## src/rtl/kf2_div.sv

```systemverilog
module kf2_div #(
    parameter int FRAC_BITS = 16
) (
    input  logic                aclk,
    input  logic                aresetn,
    input  logic                start,
    input  logic signed [32:0]  num,
    input  logic signed [63:0]  den,
    output logic                done,
    output logic signed [31:0]  quo
);
    // quotient of (num * 2^FRAC_BITS) / den, toward zero, saturated to 32 bits
    localparam int NW = 32 + FRAC_BITS;
    localparam int CW = $clog2(NW + 1);

    logic          run_reg;
    logic          done_reg;
    logic [CW-1:0] cnt_reg;
    logic [NW-1:0] dvd_reg;
    logic [63:0]   rem_reg;
    logic [63:0]   dmag_reg;
    logic          neg_reg;

    logic [32:0]   nmag;
    logic [64:0]   trial;
    logic          fits;
    logic          ovf_pos;
    logic          ovf_neg;

    assign nmag  = num[32] ? (33'd0 - num) : num;
    assign trial = {rem_reg, dvd_reg[NW-1]};
    assign fits  = trial >= {1'b0, dmag_reg};

    always_ff @(posedge aclk) begin
        if (!aresetn) begin
            run_reg  <= 1'b0;
            done_reg <= 1'b0;
            cnt_reg  <= '0;
        end else begin
            done_reg <= 1'b0;
            if (start) begin
                run_reg <= 1'b1;
                cnt_reg <= CW'(NW);
            end else if (run_reg) begin
                cnt_reg <= cnt_reg - CW'(1);
                if (cnt_reg == CW'(1)) begin
                    run_reg  <= 1'b0;
                    done_reg <= 1'b1;
                end
            end
        end
    end

    always_ff @(posedge aclk) begin
        if (start) begin
            dvd_reg  <= {nmag[31:0], {FRAC_BITS{1'b0}}};
            rem_reg  <= '0;
            dmag_reg <= den[63] ? (64'd0 - den) : den;
            neg_reg  <= num[32] ^ den[63];
        end else if (run_reg) begin
            rem_reg <= fits ? 64'(trial - {1'b0, dmag_reg}) : trial[63:0];
            dvd_reg <= {dvd_reg[NW-2:0], fits};
        end
    end

    assign ovf_pos = |dvd_reg[NW-1:31];
    assign ovf_neg = (|dvd_reg[NW-1:32]) || (dvd_reg[31] && (|dvd_reg[30:0]));

    always_comb begin
        if (neg_reg) begin
            quo = ovf_neg ? 32'sh8000_0000 : (32'sd0 - signed'(dvd_reg[31:0]));
        end else begin
            quo = ovf_pos ? 32'sh7fff_ffff : signed'(dvd_reg[31:0]);
        end
    end

    assign done = done_reg;

endmodule

```

## config.mk

```make
export PLATFORM = sky130hd
export DESIGN_NAME = kf2_div
export DESIGN_NICKNAME = d
export VERILOG_FILES = /design/src/rtl/kf2_div.sv
export SDC_FILE = /design/constraint.sdc
export NUM_CORES = 1
export LEC_CHECK = 0
export BUFFER_PORTS_ARGS = -buffer_cell sky130_fd_sc_hd__buf_2
export CAP_MARGIN = 20
export CORE_MARGIN = 1
export CORE_UTILIZATION = 55
export CTS_CLUSTER_SIZE = 8
export DETAILED_ROUTE_END_ITERATION = 16
export PLACE_DENSITY = 0.84
export SLEW_MARGIN = 20
export SYNTH_ARGS = -nofsm -noshare
export SYNTH_HDL_FRONTEND = slang
export SYNTH_SLANG_ARGS = --single-unit
```

## constraint.sdc

```tcl
create_clock -name aclk -period 5.2 [get_ports aclk]
set_input_delay 1.3 -clock aclk [delete_from_list [all_inputs] [get_ports aclk]]
set_output_delay 1.3 -clock aclk [all_outputs]
set_load 0.02 [all_outputs]
```

==> results.toml <==
[drt]
drc = 0
via_per_inst = 6.21
routed_wl_um = 35100
wire_per_inst_um = 17.1
via_count = 12800
drt_first_pass_iters = 6
final_antenna_net_count = 0
drtIter0Drc = 1340

[power]
power_density_mw_per_mm2 = 299
intPower_w = 0.00300
combPwrFrac = 0.332
p_seq_frac = 0.387
power_switching_w = 0.00165
clockPowerShare = 0.280
sw_frac_of_total = 0.355
leakage_nw = 6.27
peakVddDrop_uv = 243

[critical_path]
ff2ff_setup_slack_ns = 1.00
worstPathArrival_ns = 3.75
worstPathRequired_ns = 3.90
cp-start-kind = "register"
cp-end-kind = "output port"
critical_path.endpoint = "quo[15]"
r2r_end = "rem_reg[52]"
reg2reg_from = "dmag_reg[3]"
critical_path.max_fanout = 27
reg2reg_depth = 13
startpoint = "dvd_reg[17]"
timing_worst_setup_path_type = "register to output port"

[finish]
final_cell_mix = "nand2_1, buf_2, nor2_1"
post-route-util = 0.619
fin_nets = 1882
finalInstanceArea_mm2 = 0.0156
seqCellArea_mm2 = 0.00468
layout_commonest_cell = "nand2_1"
fill_cells = 2075
syn_to_final_growth_pct = 10.7
multiInputGateArea_mm2 = 0.00877
drive_gt1_frac = 0.130

[grt]
grt_pass1_wl_um = 57100
grt_antenna_before_repair = 1
gr-total-overflow = 0
track_usage = 0.265
grt_max_degree = 105
grt_pass1_vias = 11700

[timing]
rsz0062_at_grt = "yes"
layout_min_cycle_time_ns = 5.05
timing.setup.tns_ns = 0
hold_viol_final = 0
finalCritPeriodShare = 0.971
worst_slew_pin_slew_ns = 1.16
final.setup_skew_ns = 0.0142
max-slew-margin-rel = 0.224
finalSetupViolCount = 0
fmax_mhz = 198
finalMaxSlewViolations = 0

[synthesis]
yosysWarnings = 0
postSynthAreaPerCell_um2 = 8.56
syn_area_mm2 = 0.0141
synth-edff-count = 97
synth_nets = 1816
ys.flop_type = "edfxtp_1"
synth_seq_cells = 185
synth-async-reset-ratio = 0
synth.distinct_cells = 82
syn_inst = 1646
ys_seq_area_frac = 0.332

[die]
ios = 133
rows = 58
die_area_mm2 = 0.0263
chipHeight_um = 162
fp.dieW_um = 162
initial_core_util = 0.559
coreArea_mm2 = 0.0252

[placement]
io_buffer_count = 132
place_congestion = 0.938
dpl_cell_area_mm2 = 0.0149
hpwl_um = 25500

[min_path]
hold_class = "register to register"

[cts]
htreeDepth = 4
cts_tree = "yes"
clockBufferDepth = 2
clkTransAtPathRegs_ns = 0.08
hold_buffers = 0
postCtsSetupBuffers = 0
cts_buffers = 17
cts_root_buf = "clkbuf_16"
numClockSinks = 185
clkLatencyLatePin_ns = 0.44

[job]
drv_cap = 0

[status]
status = "complete, no violations"
==> power by group through the flow <==
stage	clock, W	sequential [W]	combinational [W]
final	0.00131	0.00181	0.00155
after global routing	0.00138	0.00182	0.00170
after CTS	0.00131	0.00180	0.00152
after detailed placement	0	0.00183	0.00149
after global placement	0	0.00182	0.00146
after floorplan	0	0.00179	0.00116
==> kinds of logic after synthesis <==
family / count (synthesis) / synth area share
xor+xnor: 156 / 0.0970
fa+ha+maj: 70 / 0.0627
mux: 71 / 0.0504
compound gates: 469 / 0.228
flops: 185 / 0.332
simple gates: 497 / 0.174
buf+inv: 198 / 0.0554
==> worst min-delay path by stage <==
stage / start / cells past startpoint / to
finish: rem_reg[10] / 2 / rem_reg[10]
global route: rem_reg[11] / 2 / rem_reg[11]
CTS: rem_reg[11] / 2 / rem_reg[11]
detailed placement: rem_reg[10] / 2 / rem_reg[10]
global placement: rem_reg[14] / 2 / rem_reg[14]
floorplan: rem_reg[10] / 2 / rem_reg[10]
==> area by class of cell <==
type | count | share of cell area
multi-input combinational | 1263 | 0.562
clock buffer | 17 | 0.0273
inverter | 103 | 0.0248
sequential | 185 | 0.300
timing repair buffer | 142 | 0.0489
tap | 330 | 0.0265
clock inverter | 15 | 0.0103
antenna | 1 | 0.000160
==> cell usage after synthesis, types with 5 or more instances <==
library cell,n,area (um^2)
and2_1,9,56.3
o211ai_1,9,67.6
o41ai_1,20,175
o311ai_1,20,175
ha_1,69,863
a21o_1,39,293
nand4_1,27,169
and3_1,12,75.1
nor2_1,118,443
o311ai_0,10,87.6
xor2_1,47,412
o21ai_0,115,576
nor4_1,16,100
a22o_1,6,52.6
dfxtp_1,88,1760
xnor2_1,109,955
o21a_1,12,90.1
nor2b_1,13,81.3
or4_1,18,135
nand3_1,25,125
nand2_1,160,601
a21oi_1,71,355
mux2i_1,71,711
buf_1,6,22.5
inv_1,102,383
a211oi_1,58,435
or2_2,5,31.3
nand2b_1,13,81.3
edfxtp_1,97,2910
or3_1,25,156
clkbuf_1,77,289
buf_2,5,25.0
a31oi_1,9,56.3
o31ai_1,36,270
nor3_1,33,165
o21bai_1,11,82.6
==> stage by stage <==
stage                     cells  setup slack (ns)  total power, W  hold slack (ns)
final                      2056             0.151         0.00466            0.490
after CTS                  2055            0.0413         0.00462            0.493
after global routing       2056           -0.0232         0.00489            0.518
after floorplan            1646             0.316         0.00295            0.453
after global placement     2023             0.223         0.00328            0.466
after detailed placement   2023             0.144         0.00332            0.482
==> critical path, stage by stage, from the launching register on <==
cell and delay [ns]:
edfxtp_1 0.49, or3_1 0.42, or4_1 0.48, or4_4 0.57, nor2_4 0.15, nand2_1 0.06, a21o_1 0.21, inv_2 0.09
nand2_4 0.20, o311ai_1 0.41, buf_2 0.23
==> per-layer routing <==
layer / GRT usage / vias up / routed length (um)
met5: 0 / - / 0
met4: 0.0810 / 0 / 809
met3: 0.0327 / 75 / 1930
met2: 0.449 / 453 / 16900
met1: 0.353 / 6029 / 15400
li1: - / 6210 / -
==> repair_timing <==
| action | CTS | global route |
|---|---|---|
| gates cloned | 0 | 0 |
| gates resized for setup | 18 | 12 |
| pin swaps | 0 | 3 |
| endpoints found under the setup margin | 28 | 29 |
(Power assumes the default switching activity.)
